### src/hdl/md5bc_pkg.sv
// ----------------------------------------------------------------------------
// md5bc_pkg
// Types, constants and round helpers shared by the MD5 compression core.
// ----------------------------------------------------------------------------
package md5bc_pkg;

  typedef struct packed {
    logic [31:0] a;
    logic [31:0] b;
    logic [31:0] c;
    logic [31:0] d;
  } md5bc_vars_t;

  localparam logic [31:0] IV_A = 32'h67452301;
  localparam logic [31:0] IV_B = 32'hefcdab89;
  localparam logic [31:0] IV_C = 32'h98badcfe;
  localparam logic [31:0] IV_D = 32'h10325476;

  localparam logic [31:0] RoundK [64] = '{
    32'hd76aa478, 32'he8c7b756, 32'h242070db, 32'hc1bdceee,
    32'hf57c0faf, 32'h4787c62a, 32'ha8304613, 32'hfd469501,
    32'h698098d8, 32'h8b44f7af, 32'hffff5bb1, 32'h895cd7be,
    32'h6b901122, 32'hfd987193, 32'ha679438e, 32'h49b40821,
    32'hf61e2562, 32'hc040b340, 32'h265e5a51, 32'he9b6c7aa,
    32'hd62f105d, 32'h02441453, 32'hd8a1e681, 32'he7d3fbc8,
    32'h21e1cde6, 32'hc33707d6, 32'hf4d50d87, 32'h455a14ed,
    32'ha9e3e905, 32'hfcefa3f8, 32'h676f02d9, 32'h8d2a4c8a,
    32'hfffa3942, 32'h8771f681, 32'h6d9d6122, 32'hfde5380c,
    32'ha4beea44, 32'h4bdecfa9, 32'hf6bb4b60, 32'hbebfbc70,
    32'h289b7ec6, 32'heaa127fa, 32'hd4ef3085, 32'h04881d05,
    32'hd9d4d039, 32'he6db99e5, 32'h1fa27cf8, 32'hc4ac5665,
    32'hf4292244, 32'h432aff97, 32'hab9423a7, 32'hfc93a039,
    32'h655b59c3, 32'h8f0ccc92, 32'hffeff47d, 32'h85845dd1,
    32'h6fa87e4f, 32'hfe2ce6e0, 32'ha3014314, 32'h4e0811a1,
    32'hf7537e82, 32'hbd3af235, 32'h2ad7d2bb, 32'heb86d391
  };

  // message word index for a round
  function automatic logic [3:0] msg_index(input logic [5:0] rnd);
    logic [3:0] r4;
    logic [3:0] idx;
    r4 = rnd[3:0];
    case (rnd[5:4])
      2'd0:    idx = r4;
      2'd1:    idx = r4 * 4'd5 + 4'd1;
      2'd2:    idx = r4 * 4'd3 + 4'd5;
      2'd3:    idx = r4 * 4'd7;
      default: idx = r4;
    endcase
    return idx;
  endfunction

  function automatic logic [4:0] rot_amount(input logic [5:0] rnd);
    logic [4:0] s;
    case ({rnd[5:4], rnd[1:0]})
      4'h0: s = 5'd7;   4'h1: s = 5'd12;  4'h2: s = 5'd17;  4'h3: s = 5'd22;
      4'h4: s = 5'd5;   4'h5: s = 5'd9;   4'h6: s = 5'd14;  4'h7: s = 5'd20;
      4'h8: s = 5'd4;   4'h9: s = 5'd11;  4'ha: s = 5'd16;  4'hb: s = 5'd23;
      4'hc: s = 5'd6;   4'hd: s = 5'd10;  4'he: s = 5'd15;  4'hf: s = 5'd21;
      default: s = 5'd7;
    endcase
    return s;
  endfunction

  function automatic logic [31:0] rotl32(input logic [31:0] x, input logic [4:0] s);
    logic [63:0] dbl;
    dbl = {x, x} << s;
    return dbl[63:32];
  endfunction

endpackage

### src/hdl/md5bc_round.sv
// ----------------------------------------------------------------------------
// md5bc_round
// One MD5 round: round function, constant and message add, rotate, shuffle.
// ----------------------------------------------------------------------------
module md5bc_round
  import md5bc_pkg::*;
(
  input  logic [5:0]  rnd,
  input  logic [31:0] msg,
  input  md5bc_vars_t cur,
  output md5bc_vars_t nxt
);

  logic [31:0] f;
  logic [31:0] sum;

  always_comb begin
    case (rnd[5:4])
      2'd0:    f = (cur.b & cur.c) | (~cur.b & cur.d);
      2'd1:    f = (cur.d & cur.b) | (~cur.d & cur.c);
      2'd2:    f = cur.b ^ cur.c ^ cur.d;
      2'd3:    f = cur.c ^ (cur.b | ~cur.d);
      default: f = cur.b ^ cur.c ^ cur.d;
    endcase
  end

  assign sum   = f + cur.a + RoundK[rnd] + msg;
  assign nxt.a = cur.d;
  assign nxt.b = cur.b + rotl32(sum, rot_amount(rnd));
  assign nxt.c = cur.b;
  assign nxt.d = cur.c;

endmodule

### src/hdl/md5_block_compression_core.sv
// ----------------------------------------------------------------------------
// md5_block_compression_core
// MD5 compression over a stream of padded 32-bit message words.
// ----------------------------------------------------------------------------
// Message words are taken one per cycle while msg_stall is low and written
// into a 16-entry block memory. The sixteenth word starts the compression:
// one round unit runs the 64 rounds, one per cycle, reading each round's
// message word from the block memory ahead of that round (single read
// port, registered read data), and the fold state then adds the result
// into the chaining value. The round loop sets the pace of a full block;
// msg_stall is high while compressing, folding or sending. A word with
// message_end set is followed by the four digest words a, b, c, d
// (digest_last on d), after which the chaining value returns to the MD5
// initial vector. An end inside a partial block drops the partial block and
// sends the current chaining value.
// ----------------------------------------------------------------------------
module md5_block_compression_core
  import md5bc_pkg::*;
(
  input  logic        clk,
  input  logic        rst,
  input  logic        msg_valid,
  output logic        msg_stall,
  input  logic [31:0] message_word,
  input  logic        message_end,
  output logic        digest_valid,
  input  logic        digest_stall,
  output logic [31:0] digest_word,
  output logic        digest_last
);

  typedef enum logic [3:0] {
    ST_IDLE = 4'b0001,
    ST_COMP = 4'b0010,
    ST_FOLD = 4'b0100,
    ST_SEND = 4'b1000
  } state_t;

  state_t      state;
  logic [3:0]  pos;          // next write slot in the block
  logic [5:0]  rnd;          // current round
  logic [1:0]  sel;          // digest word being sent
  logic        end_pending;  // block finished by a final word
  logic [31:0] cv [4];       // chaining value
  md5bc_vars_t vars;         // working a, b, c, d
  md5bc_vars_t vars_next;

  // block memory, read data registered
  logic [31:0] blk_mem [16];
  logic [3:0]  raddr;
  logic [31:0] rdata;

  logic msg_take;
  logic dig_take;

  assign msg_stall    = (state != ST_IDLE);
  assign msg_take     = msg_valid && !msg_stall;
  assign digest_valid = (state == ST_SEND);
  assign dig_take     = digest_valid && !digest_stall;
  assign digest_word  = cv[sel];
  assign digest_last  = (sel == 2'd3);

  // prefetch: round 0 uses word 0, round r uses the word fetched during r-1
  assign raddr = (state == ST_COMP) ? msg_index(rnd + 6'd1) : 4'd0;

  always_ff @(posedge clk) begin
    if (msg_take) begin
      blk_mem[pos] <= message_word;
    end
    rdata <= blk_mem[raddr];
  end

  md5bc_round u_round (
    .rnd (rnd),
    .msg (rdata),
    .cur (vars),
    .nxt (vars_next)
  );

  always_ff @(posedge clk) begin
    if (rst) begin
      state       <= ST_IDLE;
      pos         <= '0;
      rnd         <= '0;
      sel         <= '0;
      end_pending <= 1'b0;
      cv[0]       <= IV_A;
      cv[1]       <= IV_B;
      cv[2]       <= IV_C;
      cv[3]       <= IV_D;
      vars        <= '0;
    end else begin
      case (state)
        ST_IDLE: begin
          if (msg_take) begin
            end_pending <= message_end;
            if (pos == 4'd15) begin
              // block complete: seed working vars and run the rounds
              pos    <= '0;
              rnd    <= '0;
              vars.a <= cv[0];
              vars.b <= cv[1];
              vars.c <= cv[2];
              vars.d <= cv[3];
              state  <= ST_COMP;
            end else if (message_end) begin
              // partial block is dropped
              pos   <= '0;
              sel   <= '0;
              state <= ST_SEND;
            end else begin
              pos <= pos + 4'd1;
            end
          end
        end
        ST_COMP: begin
          vars <= vars_next;
          rnd  <= rnd + 6'd1;
          if (rnd == 6'd63) begin
            state <= ST_FOLD;
          end
        end
        ST_FOLD: begin
          cv[0] <= cv[0] + vars.a;
          cv[1] <= cv[1] + vars.b;
          cv[2] <= cv[2] + vars.c;
          cv[3] <= cv[3] + vars.d;
          sel   <= '0;
          state <= end_pending ? ST_SEND : ST_IDLE;
        end
        ST_SEND: begin
          if (dig_take) begin
            sel <= sel + 2'd1;
            if (sel == 2'd3) begin
              cv[0] <= IV_A;
              cv[1] <= IV_B;
              cv[2] <= IV_C;
              cv[3] <= IV_D;
              state <= ST_IDLE;
            end
          end
        end
        default: state <= ST_IDLE;
      endcase
    end
  end

endmodule

### config.mk
export PLATFORM = sky130hd
export DESIGN_NAME = md5_block_compression_core
export DESIGN_NICKNAME = d
export VERILOG_FILES = /design/src/hdl/md5bc_pkg.sv /design/src/hdl/md5bc_round.sv /design/src/hdl/md5_block_compression_core.sv
export SDC_FILE = /design/constraint.sdc
export NUM_CORES = 2
export LEC_CHECK = 0
export BUFFER_PORTS_ARGS = -buffer_cell sky130_fd_sc_hd__buf_2
export CAP_MARGIN = 20
export CORE_ASPECT_RATIO = 1.2
export CORE_MARGIN = 3
export CORE_UTILIZATION = 45
export DETAILED_ROUTE_END_ITERATION = 10
export SLEW_MARGIN = 10
export SYNTH_ARGS = -nofsm -noshare
export SYNTH_HDL_FRONTEND = slang
export SYNTH_SLANG_ARGS = --single-unit
### constraint.sdc
create_clock -name clk -period 12.04 [get_ports clk]
set_input_delay 1.806 -clock clk [delete_from_list [all_inputs] [get_ports clk]]
set_output_delay 1.806 -clock clk [all_outputs]
set_load 0.005 [all_outputs]
Yosys cells after proc, flatten, opt, wreduce, memory -nomap -nowiden

Memories as Yosys holds them, arrays and structs flattened. A register that Yosys moved wholly into a read port is not among the register bits.
Index checks and enable logic that the tools add are counted.

$add $sub $neg: 13
Multipliers: 3
Magnitude comparators: 1
Equal/unequal tests: 22
Shifts and indexed selects: 1
Muxes and demuxes: 50
Bitwise operators: 21
Reduce and logical (&&, ||, !) cells: 12

Operators by type and width:

| kind                                                      | count |
|---|---|
| two-way mux 32 bit                                        | 10 |
| adder 32 bit                                              | 8 |
| two-way mux 128 bit                                       | 2 |
| case mux 128 bit (2 select lines)                         | 1 |
| AND 32 bit                                                | 4 |
| case mux 32 bit (4 select lines)                          | 1 |
| OR 32 bit                                                 | 3 |
| bitwise XOR 32 bit                                        | 3 |
| inverter 32 bit                                           | 2 |
| << shifter 64 x 5 -> 64 bit                               | 1 |
| two-way mux 4 bit                                         | 12 |
| case mux 4 bit (4 select lines)                           | 2 |
| two-way mux 1 bit                                         | 12 |
| two-way mux 2 bit                                         | 6 |
| two-way mux 6 bit                                         | 2 |
| case mux 6 bit (2 select lines)                           | 1 |
| == test 2 bit (second input constant)                     | 5 |
| AND reduction 5 bit                                       | 2 |
| adder 4 x 1 -> 4 bit (second input constant)              | 2 |
| == test 4 bit (second input constant)                     | 2 |
| multiplier 4 x 3 -> 4 bit (second input constant)         | 2 |
| != test 2 bit (second input constant)                     | 4 |
| OR 1 bit                                                  | 8 |
| greater-or-equal comparator 7 bit (second input constant) | 1 |
| 21 further kinds                                          | 27 |

Bits in registers: 145
RAM bits: 640
Memory bits (read-only): 2128
Input port bits: 37
Output and inout bits: 35
Logic and storage cells: 136
Memories: 4

Memories:

| memory          | words | bits a word | read ports | clocked after Yosys merged registers in | write ports | line                             | source |
|---|---|---|---|---|---|---|---|
| (no name shown) | 64    | 32          | 1          | 0                                       | 0           | md5bc_round.sv:27                | `assign sum = f + cur.a + RoundK[rnd] + msg;` |
| blk_mem         | 16    | 32          | 1          | 1                                       | 1           | md5_block_compression_core.sv:49 | `logic [31:0] blk_mem [16];` |
| cv              | 4     | 32          | 5          | 1                                       | 4           | md5_block_compression_core.sv:44 | `logic [31:0] cv [4];` |
| (no name shown) | 16    | 5           | 1          | 1                                       | 0           | md5bc_pkg.sv:55                  | `case ({rnd[5:4], rnd[1:0]})` |

Depth between registers and ports, before layout

Depth in word-level cells: 10
Mapped depth: 43
Gate-level depth less buffers: 40

Modules after synthesis

From an unflattened synthesis, not the netlist that was laid out.

Cell total of the unflattened synthesis: 5299
Area, all modules: 52056.2 sq um

Modules (own cells, without submodules):

| module                     | instances | cells an instance | area an instance (sq um) |
|---|---|---|---|
| md5_block_compression_core | 1         | 3252              | 38634.6 |
| md5bc_round                | 1         | 2047              | 13421.6 |

Worst setup path after synthesis

OpenSTA, ideal clock, no wires.

Path kind: reg2reg
Start: register rnd[0]
End: register vars[95] in the netlist's numbering
Library setup time: 95 ps
Arrival: 8879 ps
Setup slack: 3066 ps
Stages on the path, launching flop included: 41
Path buffers: 4
Period minus slack after synthesis: 8974 ps
Path through: dfxtp_1 -> buf_1 -> inv_2 -> ha_1 -> clkbuf_1 -> nand2_1 -> clkbuf_1 -> a21oi_1 -> a2111oi_0 -> a21oi_1 -> a21oi_1 -> fa_1 -> fa_1 -> inv_1 -> ha_1 -> buf_6 -> a21o_1 -> a221o_1 -> [5 not listed] -> mux4_2 -> nor2_1 -> a21oi_1 -> mux2_2 -> mux2_2 -> ha_1 -> nand3_1 -> o21bai_1 -> nor4_1 -> nor3_1 -> o211ai_1 -> o31ai_1 -> a221oi_1 -> o21ai_0 -> o41ai_1 -> xnor2_1 -> xnor2_1 -> a221oi_1

Cells in the longest elaborated chain, start to end: 9

Ends and longest elaborated chain:

| item                                                  | line                              | source |
|---|---|---|
| start, declared                                       | md5_block_compression_core.sv:41  | `logic [5:0] rnd;` |
| start signal, assigned                                | md5_block_compression_core.sv:118 | `rnd <= rnd + 6'd1;` |
| inverter 6 -> 7 bit (implied by the code)             | md5bc_round.sv:27                 |  |
| memory read (64 x 32 bit)                             | --                                |  |
| two-way mux 32 bit (implied by the code) (2 in a row) | md5bc_round.sv:27                 |  |
| adder 32 bit (2 in a row)                             | md5bc_round.sv:27                 |  |
| << shifter 64 x 5 -> 64 bit                           | md5bc_pkg.sv:67                   | `dbl = {x, x} << s;` |
| adder 32 bit                                          | md5bc_round.sv:29                 | `assign nxt.b = cur.b + rotl32(sum, rot_amount(rnd));` |
| case mux 128 bit (2 select lines)                     | md5_block_compression_core.sv:93  | `case (state)` |
| end signal, assigned                                  | md5_block_compression_core.sv:117 | `vars <= vars_next;` |
| end, declared                                         | md5_block_compression_core.sv:45  | `md5bc_vars_t vars;` |

Every way passes these cells. The select of a mux whose other input is x is not followed.
A chain may end at the register's enable or synchronous reset.

Worst setup path after layout

Start: register rnd[3]
End: register vars[95] in the netlist's numbering

The elaborated chain is that of the path after synthesis.

==> impl_metrics.csv <==
group,metric,value,unit
drt,ant_nets,0,
timing,fmax,0.09636,GHz
timing,slew_violations,0,
timing,fin_worst_skew,0.04038,ns
power,power.leakage,0.02089,uW
drt,post_drt_wl_per_cell,24.80,um
logic_synthesis,synthFlopType,"edfxtp_1",
status,status,"completed",
grt,grt_first_pass_wirelength,251100,um
drt,firstDrtPassIters,7,
cts,htreeDepth,3,
timing,rsz0062_at_grt,"no",
timing,setup_viol,0,
timing,min_period_over_period,0.8619,
cts,clock-sinks,824,
drt,totalWireLength,168300,um
logic_synthesis,synth_nets,5660,
cts,cts_buffers,89,
setup_path,worstPathArrival,10.97,ns
hold_path,whs_path_depth,2,
timing,hold_violations,0,
hold_path,hold_class,"reg -> reg",
placement,dpl.hpwl,110500,um
cts,ctsResizeCount,0,
setup_path,cpPeakStageDelay,0.88,ns
logic_synthesis,ys_types,80,
setup_path,crit_top_cell,"a21oi_1",
placement,placed_cell_area,0.05185,mm2
cts,clkLatencyLatePin,0.71,ns
grt,antenna_found_initial,9,
cts,clk_pin_slew,0.06,ns
cts,cts_tree,"yes",
timing,worst_slack,1.662,ns
timing,slew_headroom,0.2045,
cts,cts_setup_buffers,0,
setup_path,worst_setup_path_end_kind,"flop",
drt,vias,41658,
setup_path,reg2reg_slack,1.66,ns
layout,area_growth,9.257,%
die,rows,133,
die,die_area,0.1157,mm2
layout,fill_cells,10257,
logic_synthesis,avgSynthCellArea,9.409,um2
logic_synthesis,synthArstFlopShare,0,
die,start_util,0.4559,
cts,clockRootBuffer,"clkbuf_16",
die,core,0.1102,mm2
setup_path,r2r_start,"rnd[3]",
cts,cts_hold_buffers,0,
setup_path,startpoint_type,"flop",
layout,final_common_cell,"nand2_1",
power,cellPowerDensity,138.7,mW/mm2
placement,dp_slack,1.903,ns
timing,setup_tns,0,ns
layout,final_cell_area,0.05487,mm2
logic_synthesis,synth_top_cells_by_area,"edfxtp_1 34%, dfxtp_1 9.9%, nand2_1 6.6%",
timing,fin_crit,10.38,ns
die,die_w,311.0,um
logic_synthesis,synth_edf_count,576,
logic_synthesis,yosysTopAreaCell,"edfxtp_1",
setup_path,crit_end,"vars[95]",
logic_synthesis,ys_seq_elements,824,
grt,grt_pass1_vias,39277,
setup_path,crit_type,"reg -> reg",
setup_path,reg2reg_depth,35,
job,cap_violations,0,
logic_synthesis,yosys_warnings,0,
logic_synthesis,synth_cells,5338,
cts,clock_path_buffers,3,
die,io_pins,72,
setup_path,path_max_fanout,41,
grt,overflow,0,
layout,final_nets,5546,
drt,drc,0,
die,die_h,372.0,um
setup_path,critPathSlowestCell,"dfxtp_2",
layout,most-common-layout-cells,"886 x nand2_1, 576 x edfxtp_1, 456 x a21oi_1",
setup_path,rr_endpoint,"vars[95]",
grt,grt_max_degree,197,
logic_synthesis,synth_top_area_share,0.3444,
power,vdd_ir_drop_max,138.1,uV
drt,drt-initial-drc-count,4147,
setup_path,cp.required,12.63,ns
logic_synthesis,netlist_area,0.05022,mm2
setup_path,crit_start,"rnd[3]",
drt,vias_per_cell,6.137,
layout,drive_gt1_frac,0.08036,
timing,tightestPinTransition,1.183,ns
grt,grt_usage,0.2838,
placement,globalplace.congestion,0.9832,
placement,port_buffers,71,
logic_synthesis,synth.yosys.seq_area_share,0.4432,
layer usage:
layer  part of all wire  vias up  global-route usage
li1                   -    19435                   -
met3              0.062      406             0.04748
met4              0.052       12              0.1399
met1               0.40    20378              0.3419
met5            0.00045        -                   0
met2               0.49     1427              0.4930
power breakdown:
group	switching, uW	internal, uW	total (uW)
Sequential	46.7	3120	3160
Clock	1220	1640	2850
Combinational	997	597	1590
worst min path at each step:
stage / from / endpoint / slack (ns)
2_1_floorplan: end_pending / end_pending / 0.44
3_3_place_gp: end_pending / end_pending / 0.45
3_5_place_dp: end_pending / end_pending / 0.45
4_1_cts: end_pending / end_pending / 0.46
5_1_grt: end_pending / end_pending / 0.52
6_report: end_pending / end_pending / 0.46
worst max-delay path, delay by kind of cell, from the launching register on:
kind / cells / cell delay [ns]
xor gates and xnor gates: 3 / 0.46
and+or+nand+nor: 6 / 1.38
DFF: 1 / 0.88
buffers and inverters: 2 / 0.60
AOI/OAI and AO/OA: 17 / 4.07
adders and majority gates: 4 / 1.72
muxes: 3 / 1.11
through the flow:
stage	cells	total power [uW]	utilization	hold WS [ns]
2_1_floorplan	5338	4318	-	0.4366
3_3_place_gp	6618	4781	0.4707	0.4475
3_5_place_dp	6618	4796	0.4707	0.4508
4_1_cts	6786	7653	0.4981	0.4594
5_1_grt	6786	7941	0.4981	0.5154
6_report	6788	7611	0.4981	0.4608
cell usage after synthesis, types with 25 or more instances:
cell type	n
nand2_1	889
edfxtp_1	576
a21oi_1	457
nor2_1	392
clkbuf_1	312
dfxtp_1	248
o21ai_0	226
inv_1	223
ha_1	218
a211oi_1	203
a311oi_1	188
xnor2_1	146
and3_1	145
a31oi_1	102
a21o_1	85
mux2i_1	71
fa_1	67
nor3_1	64
xor2_1	61
nand3_1	52
mux4_2	45
o211ai_1	44
o22ai_1	42
buf_1	40
nand2b_1	39
o21a_1	31
a32oi_1	30
nor2b_1	29
o21bai_1	26
and2_1	25
or3_1	25
cell type report:
| type | instances | area, um2 | share of cell area |
|---|---|---|---|
| multi-input combinational | 3930 | 25850 | 0.4711 |
| inverter | 226 | 848.3 | 0.01546 |
| clock buffer | 127 | 2501 | 0.04558 |
| timing repair buffer | 153 | 1015 | 0.01849 |
| antenna | 2 | 5.005 | 0.00009121 |
| clock inverter | 41 | 518.0 | 0.009440 |
| sequential | 824 | 22280 | 0.4060 |
| tap | 1485 | 1858 | 0.03386 |
kinds of logic after synthesis:
kind of cell               after synthesis  share of synthesized area
DFF                                    824                     0.4432
buffers and inverters                  584                    0.04404
muxes                                  137                    0.03904
AOI/OAI and AO/OA                     1574                     0.2065
xor gates and xnor gates               209                    0.03675
and+or+nand+nor                       1725                     0.1494
adders and majority gates              285                    0.08101
registers in the layout, indices dropped and copies added (netlist names), named ones only:
signal / cells
rdata: 32
end_pending: 1
state: 4
vars: 128
rnd: 6
sel: 2
cv: 128
pos: 4
blk_mem: 512
No activity file was read; power rests on OpenSTA's default activity.
